File: src/design/ceg_pkg.sv
// ----------------------------------------------------------------------------
// Cardiac excitation grid package
// Shared widths, codes, item and divider types, and the saturating
// fixed-point helpers used by the grid sequencer and the divider.
// ----------------------------------------------------------------------------
`default_nettype none

package ceg_pkg;

	localparam int MAX_DIM    = 256;
	localparam int VALUE_BITS = 32;
	localparam int FRAC_BITS  = 24;

	localparam int IDX_BITS  = $clog2(MAX_DIM);
	localparam int ADDR_BITS = 2 * IDX_BITS;
	localparam int DIV_BITS  = VALUE_BITS + FRAC_BITS;
	localparam int CNT_BITS  = $clog2(DIV_BITS);
	localparam int ROWS_BITS = 9;
	localparam int GAIN_BITS = 31;
	localparam int CFG_BITS  = 31;
	localparam int CIDX_BITS = 3;

	typedef logic signed [VALUE_BITS-1:0] val_t;
	typedef logic [VALUE_BITS-1:0] mag_t;

	localparam val_t VMAX  = {1'b0, {(VALUE_BITS-1){1'b1}}};
	localparam val_t VMIN  = {1'b1, {(VALUE_BITS-1){1'b0}}};
	localparam val_t ONE_Q = val_t'(longint'(1) << FRAC_BITS);
	localparam val_t M2_Q  = val_t'(((longint'(3) << FRAC_BITS) + 5) / 10);
	localparam val_t B_Q   = val_t'(((longint'(1) << FRAC_BITS) + 5) / 10);

	localparam logic [1:0] KIND_WRITE = 2'd0;
	localparam logic [1:0] KIND_READ  = 2'd1;
	localparam logic [1:0] KIND_STEP  = 2'd2;

	localparam logic [CIDX_BITS-1:0] CFG_ROWS  = 3'd0;
	localparam logic [CIDX_BITS-1:0] CFG_COLS  = 3'd1;
	localparam logic [CIDX_BITS-1:0] CFG_ALPHA = 3'd2;
	localparam logic [CIDX_BITS-1:0] CFG_DT    = 3'd3;
	localparam logic [CIDX_BITS-1:0] CFG_KK    = 3'd4;
	localparam logic [CIDX_BITS-1:0] CFG_A     = 3'd5;
	localparam logic [CIDX_BITS-1:0] CFG_EPS   = 3'd6;
	localparam logic [CIDX_BITS-1:0] CFG_M1    = 3'd7;

	localparam logic [ROWS_BITS-1:0] RST_ROWS  = 9'd200;
	localparam logic [ROWS_BITS-1:0] RST_COLS  = 9'd200;
	localparam val_t RST_ALPHA = 32'sd3355443;
	localparam val_t RST_DT    = 32'sd1677722;
	localparam val_t RST_KK    = 32'sd134217728;
	localparam val_t RST_A     = 32'sd1677722;
	localparam val_t RST_EPS   = 32'sd167772;
	localparam val_t RST_M1    = 32'sd1174405;

	typedef struct packed {
		logic [1:0]          kind;
		logic [IDX_BITS-1:0] row;
		logic [IDX_BITS-1:0] col;
		val_t                exc;
		val_t                rec;
	} item_t;

	typedef struct packed {
		logic start;
		val_t num;
		val_t den;
	} div_req_t;

	typedef struct packed {
		logic done;
		logic flag;
		val_t quo;
	} div_rsp_t;

	typedef struct packed {
		logic ovf;
		val_t val;
	} satv_t;

	// Saturating add or subtract; ovf marks a clipped result.
	function automatic satv_t sat_add(val_t a, val_t b, logic sub);
		logic [VALUE_BITS:0] s;
		satv_t r;
		if (sub) s = {a[VALUE_BITS-1], a} - {b[VALUE_BITS-1], b};
		else s = {a[VALUE_BITS-1], a} + {b[VALUE_BITS-1], b};
		if (s[VALUE_BITS] != s[VALUE_BITS-1]) begin
			r.ovf = 1'b1;
			r.val = s[VALUE_BITS] ? VMIN : VMAX;
		end else begin
			r.ovf = 1'b0;
			r.val = s[VALUE_BITS-1:0];
		end
		return r;
	endfunction

	function automatic satv_t sat_times4(val_t a);
		satv_t r;
		if (a[VALUE_BITS-1 -: 3] == 3'b000 || a[VALUE_BITS-1 -: 3] == 3'b111) begin
			r.ovf = 1'b0;
			r.val = a <<< 2;
		end else begin
			r.ovf = 1'b1;
			r.val = a[VALUE_BITS-1] ? VMIN : VMAX;
		end
		return r;
	endfunction

	function automatic mag_t mag(val_t a);
		mag_t u;
		u = a;
		return a[VALUE_BITS-1] ? (~u + 1'b1) : u;
	endfunction

	// Round-to-nearest scaling of a magnitude product, then saturation.
	function automatic satv_t qmul_fin(logic [2*VALUE_BITS-1:0] p, logic neg);
		logic [2*VALUE_BITS:0] sum;
		logic [2*VALUE_BITS:0] rlo;
		mag_t lim;
		mag_t m;
		satv_t r;
		sum = {1'b0, p} + ((2*VALUE_BITS+1)'(1) << (FRAC_BITS - 1));
		rlo = sum >> FRAC_BITS;
		lim = neg ? mag_t'(VMIN) : mag_t'(VMAX);
		if (rlo > (2*VALUE_BITS+1)'(lim)) begin
			r.ovf = 1'b1;
			m = lim;
		end else begin
			r.ovf = 1'b0;
			m = rlo[VALUE_BITS-1:0];
		end
		r.val = neg ? val_t'(~m + 1'b1) : val_t'(m);
		return r;
	endfunction

endpackage

`default_nettype wire

File: src/design/ceg_front.sv
// ----------------------------------------------------------------------------
// Cardiac excitation grid front end
// Accepts requests from the input channel and holds them in a two-entry
// queue until the grid sequencer takes them.
// ----------------------------------------------------------------------------
`default_nettype none

module ceg_front (
	input  logic                     clk,
	input  logic                     arst_n,
	input  logic                     in_valid,
	output logic                     in_stall,
	input  logic [1:0]               kind,
	input  logic [7:0]               row_index,
	input  logic [7:0]               col_index,
	input  ceg_pkg::val_t            excitation_in,
	input  ceg_pkg::val_t            recovery_in,
	input  logic                     pop,
	output logic                     q_valid,
	output ceg_pkg::item_t           q_item
);
	import ceg_pkg::*;

	item_t      slot_q [2];
	logic       wr_ptr_q;
	logic       rd_ptr_q;
	logic [1:0] cnt_q;
	logic       push;
	logic       take;

	assign in_stall = (cnt_q == 2'd2);
	assign push     = in_valid && !in_stall;
	assign q_valid  = (cnt_q != 2'd0);
	assign take     = pop && q_valid;
	assign q_item   = slot_q[rd_ptr_q];

	always_ff @(posedge clk) begin
		if (push) begin
			slot_q[wr_ptr_q] <= '{kind: kind, row: row_index, col: col_index,
				exc: excitation_in, rec: recovery_in};
		end
	end

	always_ff @(posedge clk or negedge arst_n) begin
		if (!arst_n) begin
			wr_ptr_q <= 1'b0;
			rd_ptr_q <= 1'b0;
			cnt_q    <= 2'd0;
		end else begin
			if (push) wr_ptr_q <= !wr_ptr_q;
			if (take) rd_ptr_q <= !rd_ptr_q;
			if (push && !take) cnt_q <= cnt_q + 2'd1;
			else if (take && !push) cnt_q <= cnt_q - 2'd1;
		end
	end

endmodule

`default_nettype wire

File: config.mk
export PLATFORM = sky130hd
export DESIGN_NAME = ceg_front
export DESIGN_NICKNAME = d
export VERILOG_FILES = /design/src/design/ceg_pkg.sv /design/src/design/ceg_front.sv
export SDC_FILE = /design/constraint.sdc
export NUM_CORES = 1
export LEC_CHECK = 0
export BUFFER_PORTS_ARGS = -buffer_cell sky130_fd_sc_hd__buf_2
export CAP_MARGIN = 20
export CORE_MARGIN = 1
export CORE_UTILIZATION = 30
export CTS_CLUSTER_SIZE = 28
export DETAILED_ROUTE_END_ITERATION = 8
export HOLD_SLACK_MARGIN = 0.06
export SLEW_MARGIN = 20
export SYNTH_ARGS = -nofsm -noshare
export SYNTH_HDL_FRONTEND = slang
export SYNTH_SLANG_ARGS = --single-unit
File: constraint.sdc
create_clock -name clk -period 4.9 [get_ports clk]
set_clock_uncertainty 0.1 [all_clocks]
set_input_delay 0 -clock clk [delete_from_list [all_inputs] [get_ports clk]]
set_output_delay 0 -clock clk [all_outputs]
set_load 0.01 [all_outputs]
---- After elaboration in Yosys (flattened, before gate mapping) ----
Memories as Yosys holds them, arrays and structs flattened.
Index checks and enable logic that the tools add are counted.
word-level totals
  register bits after elaboration ......... 4
  latch bits .............................. 0
  bits in writable memories ............... 164
  bits in read-only memories .............. 0
  bits of input ports ..................... 86
  output and inout port bits .............. 84
  logic and storage cells ................. 22
  memories ................................ 1
memory list
  name    words  width  read ports  clocked after Yosys merged registers in  wr ports  line             RTL
  slot_q  2      82     1           0                                        1         ceg_front.sv:24  item_t slot_q [2];
operators by class
  $add $sub $neg .......................... 2
  $mul .................................... 0
  div/mod/pow operators ................... 0
  $lt $le $gt $ge ......................... 0
  eq/ne operators ......................... 1
  shift-type cells ........................ 0
  multiplexer cells ....................... 4
  bitwise operators ....................... 0
  reduce and logical (&&, ||, !) cells .... 11
operator list
  cell                                              number
  zero test 1 bit                                   5
  logical AND 1 bit                                 4
  two-way mux 2 bit                                 2
  nonzero test 2 bit                                2
  adder 2 x 1 -> 2 bit, second input constant       1
  == test 2 bit, second input constant              1
  two-way mux 1 bit                                 2
  subtractor 2 x 1 -> 2 bit, second input constant  1

---- Longest topological paths before layout ----
  depth in word-level cells ............... 7
  mapped depth ............................ 7
  gate-level depth less buffers ........... 7

---- Least setup slack after synthesis ----
OpenSTA, ideal clock, no wires.
  path type ............................... register -> register
  start ................................... register cnt_q[0]
  end ..................................... memory slot_q[0][0] (netlist bit) (enable)
  setup time .............................. 523 ps
  arrival ................................. 4043 ps
  data required time ...................... 4277 ps
  path slack .............................. 235 ps
  stages on the path, launching flop included .. 4
  path buffers ............................ 0
  clock period less this slack ............ 4665 ps
  path through ............................ dfrtp_1 -> nand2b_1 -> nand2_1 -> nor2_1
on the way
  cells in the longest elaborated chain, start to end .. 5
ends and longest elaborated chain
  element                                  line             RTL
  start, declared                          ceg_front.sv:27  logic [1:0] cnt_q;
  start signal, assigned                   ceg_front.sv:52  if (push && !take) cnt_q <= cnt_q + 2'd1;
  start signal, assigned                   ceg_front.sv:53  else if (take && !push) cnt_q <= cnt_q - 2'd1;
  == test 2 bit                            ceg_front.sv:31  assign in_stall = (cnt_q == 2'd2);
  zero test 1 bit                          ceg_front.sv:32  assign push = in_valid && !in_stall;
  logical AND 1 bit                        ceg_front.sv:32
  two-way mux 1 bit                        ceg_front.sv:38  if (push) begin
  two-way mux 1 bit (not written as such)  ceg_front.sv:39  slot_q[wr_ptr_q] <= '{kind: kind, row: row_index, col: col_index,
  end, declared                            ceg_front.sv:24
No other way between the ends.

---- Worst setup path in the final report ----
  start ................................... register cnt_q[0]
  end ..................................... memory slot_q[0][42] (netlist bit) (enable)
Same word-level chain as after synthesis.

==> flow_metrics.env <==
export IMPL_port_buffers=169
export IMPL_fin_util_pct=42.8
export IMPL_rsz0062_at_grt="no"
export IMPL_leakage_nw=3.58
export IMPL_hold_end="slot_q[0][22]$_DFFE_PP_"
export IMPL_synth_cells=274
export IMPL_path_max_fanout=34
export IMPL_ys_flop_type="edfxtp_1"
export IMPL_ys_seq_area_share_pct=77.7
export IMPL_synthesis_nets=361
export IMPL_root_buffer="clkbuf_16"
export IMPL_worstReg2RegEnd="slot_q[0][42]$_DFFE_PP_"
export IMPL_dpl_hpwl_um=7370
export IMPL_stdcell_count=831
export IMPL_powerDensity_nw_per_um2=554
export IMPL_worst_slack_ns=2.46
export IMPL_cts_sinks=168
export IMPL_antenna_found_initial=0
export IMPL_grt_max_degree=83
export IMPL_cts_tree="yes"
export IMPL_grt_pass1_vias=3713
export IMPL_drt_iter0_drc=88
export IMPL_hold_depth=2
export IMPL_finalSetupTns_ns=0
export IMPL_syn_area_um2=6460
export IMPL_cts_buffers=17
export IMPL_r2r_start="cnt_q[0]$_DFFE_PN0P_"
export IMPL_cp_required_ns=4.85
export IMPL_viasPerCell=4.07
export IMPL_ys_async_sr_fraction_pct=2.38
export IMPL_dp_slack_ns=2.38
export IMPL_track_usage_pct=11.1
export IMPL_ys_types=16
export IMPL_hold_viol=0
export IMPL_end_kind="flip-flop"
export IMPL_drt_total_wl_um=11900
export IMPL_peakVddDrop_uv=423
export IMPL_overflow=0
export IMPL_synth_seq_cells=168
export IMPL_fin_nets=631
export IMPL_status="completed"
export IMPL_crit_type="reg -> reg"
export IMPL_grt_pass1_wl_um=18400
export IMPL_vias=3379
export IMPL_rows=53
export IMPL_layout_min_cycle_time_ns=2.44
export IMPL_syn_avg_cell_area_um2=23.6
export IMPL_fill_cells=1889
export IMPL_r2r_slack_ns=2.46
export IMPL_cts_resized=0
export IMPL_place_congestion=0.669
export IMPL_fp_dieArea_um2=22100
export IMPL_setup_violations=0
export IMPL_core_area_um2=21100
export IMPL_clk_pin_slew_worst_paths_ns=0.06
export IMPL_rr_worst_depth=4
export IMPL_fmax_mhz=409
export IMPL_wl_per_cell_um=14.3
export IMPL_power_w=0.00499
export IMPL_synth_edff_count=164
export IMPL_htreeDepth=4
export IMPL_place_inst=713
export IMPL_ctsLongestPathBuffers=2
export IMPL_die_h_um=149
export IMPL_critPathArrivalTime_ns=2.39
export IMPL_n_antenna_cell=0
export IMPL_die_width_um=149
export IMPL_crit_path_start_kind="flip-flop"
export IMPL_areaGrowthSynthToFinish_pct=39.5
export IMPL_drv_cap=0
export IMPL_ant_nets=0
export IMPL_drv_slew=0
export IMPL_tightest_slew_ns=0.886
export IMPL_drc=0
export IMPL_dr_pass1_iters=4
export IMPL_ys_warn_count=0
export IMPL_post_route_period_util_pct=49.9
export IMPL_hp_start="recovery_in[22]"
export IMPL_hold_class="in -> reg"
export IMPL_relSlewSlack_pct=40.9
export IMPL_initial_core_util_pct=30.7
export IMPL_clock_latency_ns=0.41
export IMPL_ios=170
export IMPL_drive_gt1_share_pct=51.6
## worst max-delay path by stage
stage	from	to	slack, ns	cells past startpoint
after global routing	cnt_q[0]$_DFFE_PN0P_	slot_q[0][42]$_DFFE_PP_	2.24	4
final	cnt_q[0]$_DFFE_PN0P_	slot_q[0][42]$_DFFE_PP_	2.46	4
after CTS	cnt_q[0]$_DFFE_PN0P_	slot_q[0][39]$_DFFE_PP_	2.38	4
after floorplan	cnt_q[0]$_DFFE_PN0P_	slot_q[0][0]$_DFFE_PP_	0.23	3
after global placement	cnt_q[0]$_DFFE_PN0P_	slot_q[0][38]$_DFFE_PP_	2.49	4
after detailed placement	cnt_q[0]$_DFFE_PN0P_	slot_q[0][39]$_DFFE_PP_	2.38	4
## cell type report
type | instances | area, um^2 | share of cell area [%]
Sequential cell | 168 | 5030 | 55.8
Timing Repair Buffer | 260 | 1760 | 19.6
Multi-Input combinational cell | 95 | 1290 | 14.3
Clock buffer | 18 | 429 | 4.76
Tap cell | 275 | 344 | 3.82
Clock inverter | 13 | 155 | 1.72
Inverter | 2 | 7.51 | 0.0833
## metal layers
layer / vias to the layer above / track usage [%] / part of all wire (%)
li1: 1615 / - / -
met1: 1652 / 12.3 / 43
met2: 106 / 19.6 / 51
met3: 6 / 3.76 / 5.4
met4: 0 / 4.29 / 0.89
met5: - / 0 / 0
## cells in the mapped netlist, types with 2 or more instances
cell | instances | area, um^2
nand2_1 | 2 | 7.51
nor2_1 | 2 | 7.51
mux2_4 | 70 | 1050
xnor2_1 | 3 | 26.3
xor2_1 | 2 | 17.5
buf_12 | 7 | 140
edfxtp_1 | 164 | 4920
inv_1 | 2 | 7.51
mux2_2 | 12 | 135
dfrtp_1 | 4 | 100
## sequential cells by signal (all words and copies together) (netlist names)
signal and flops:
wr_ptr_q 1, rd_ptr_q 1, cnt_q 2, slot_q 164
## layout by cell type, fill, tap and decap left out
cell type      instances
clkinv_1               3
clkinv_2               1
buf_16                 1
ha_1                   1
bufinv_16              3
nand2b_1               1
clkbuf_1               1
clkinvlp_4             3
edfxtp_1             164
xor2_1                 2
mux2_2                12
clkinv_4               2
xnor2_1                3
mux2_4                70
clkbuf_16             17
or2_2                  1
nand2_1                2
inv_6                  1
and3_4                 1
nor2_1                 1
dfrtp_1                3
buf_4                  4
inv_1                  2
dfrtp_4                1
nor2_4                 1
buf_2                169
dlygate4sd3_1         86
## metrics by stage
step / cell area [um^2] / hold WS, ns
floorplan: 6460 / -0.396
CTS: 8990 / 0.183
global placement: 7540 / -0.293
global route: 9020 / 0.191
finish: 9020 / 0.215
detailed placement: 7540 / -0.290
## timing repair
action	CTS	global route
buffers inserted	0	0
hold buffers	86	0
hold endpoints to repair	171	0
## critical path: stages, from the launching register on
cell and delay [ns]:
dfrtp_1 0.40, nand2b_1 0.18, nand2_1 0.15, nor2_4 0.68, buf_4 0.54
## cell families after synthesis
family | synth area share [%]
xor gates and xnor gates | 0.677
adders and majority gates | 0.194
buffers and inverters | 2.54
DFF | 77.7
muxes | 18.3
and+or+nand+nor | 0.523
## power breakdown
group          leakage, nW  switching (W)  internal, W  total (W)
Sequential            1.57      0.0000831      0.00197    0.00205
Combinational         1.74       0.000797     0.000824    0.00162
Clock                0.275       0.000526     0.000796    0.00132
Total                 3.58        0.00141      0.00359    0.00499
(Power assumes the default switching activity.)
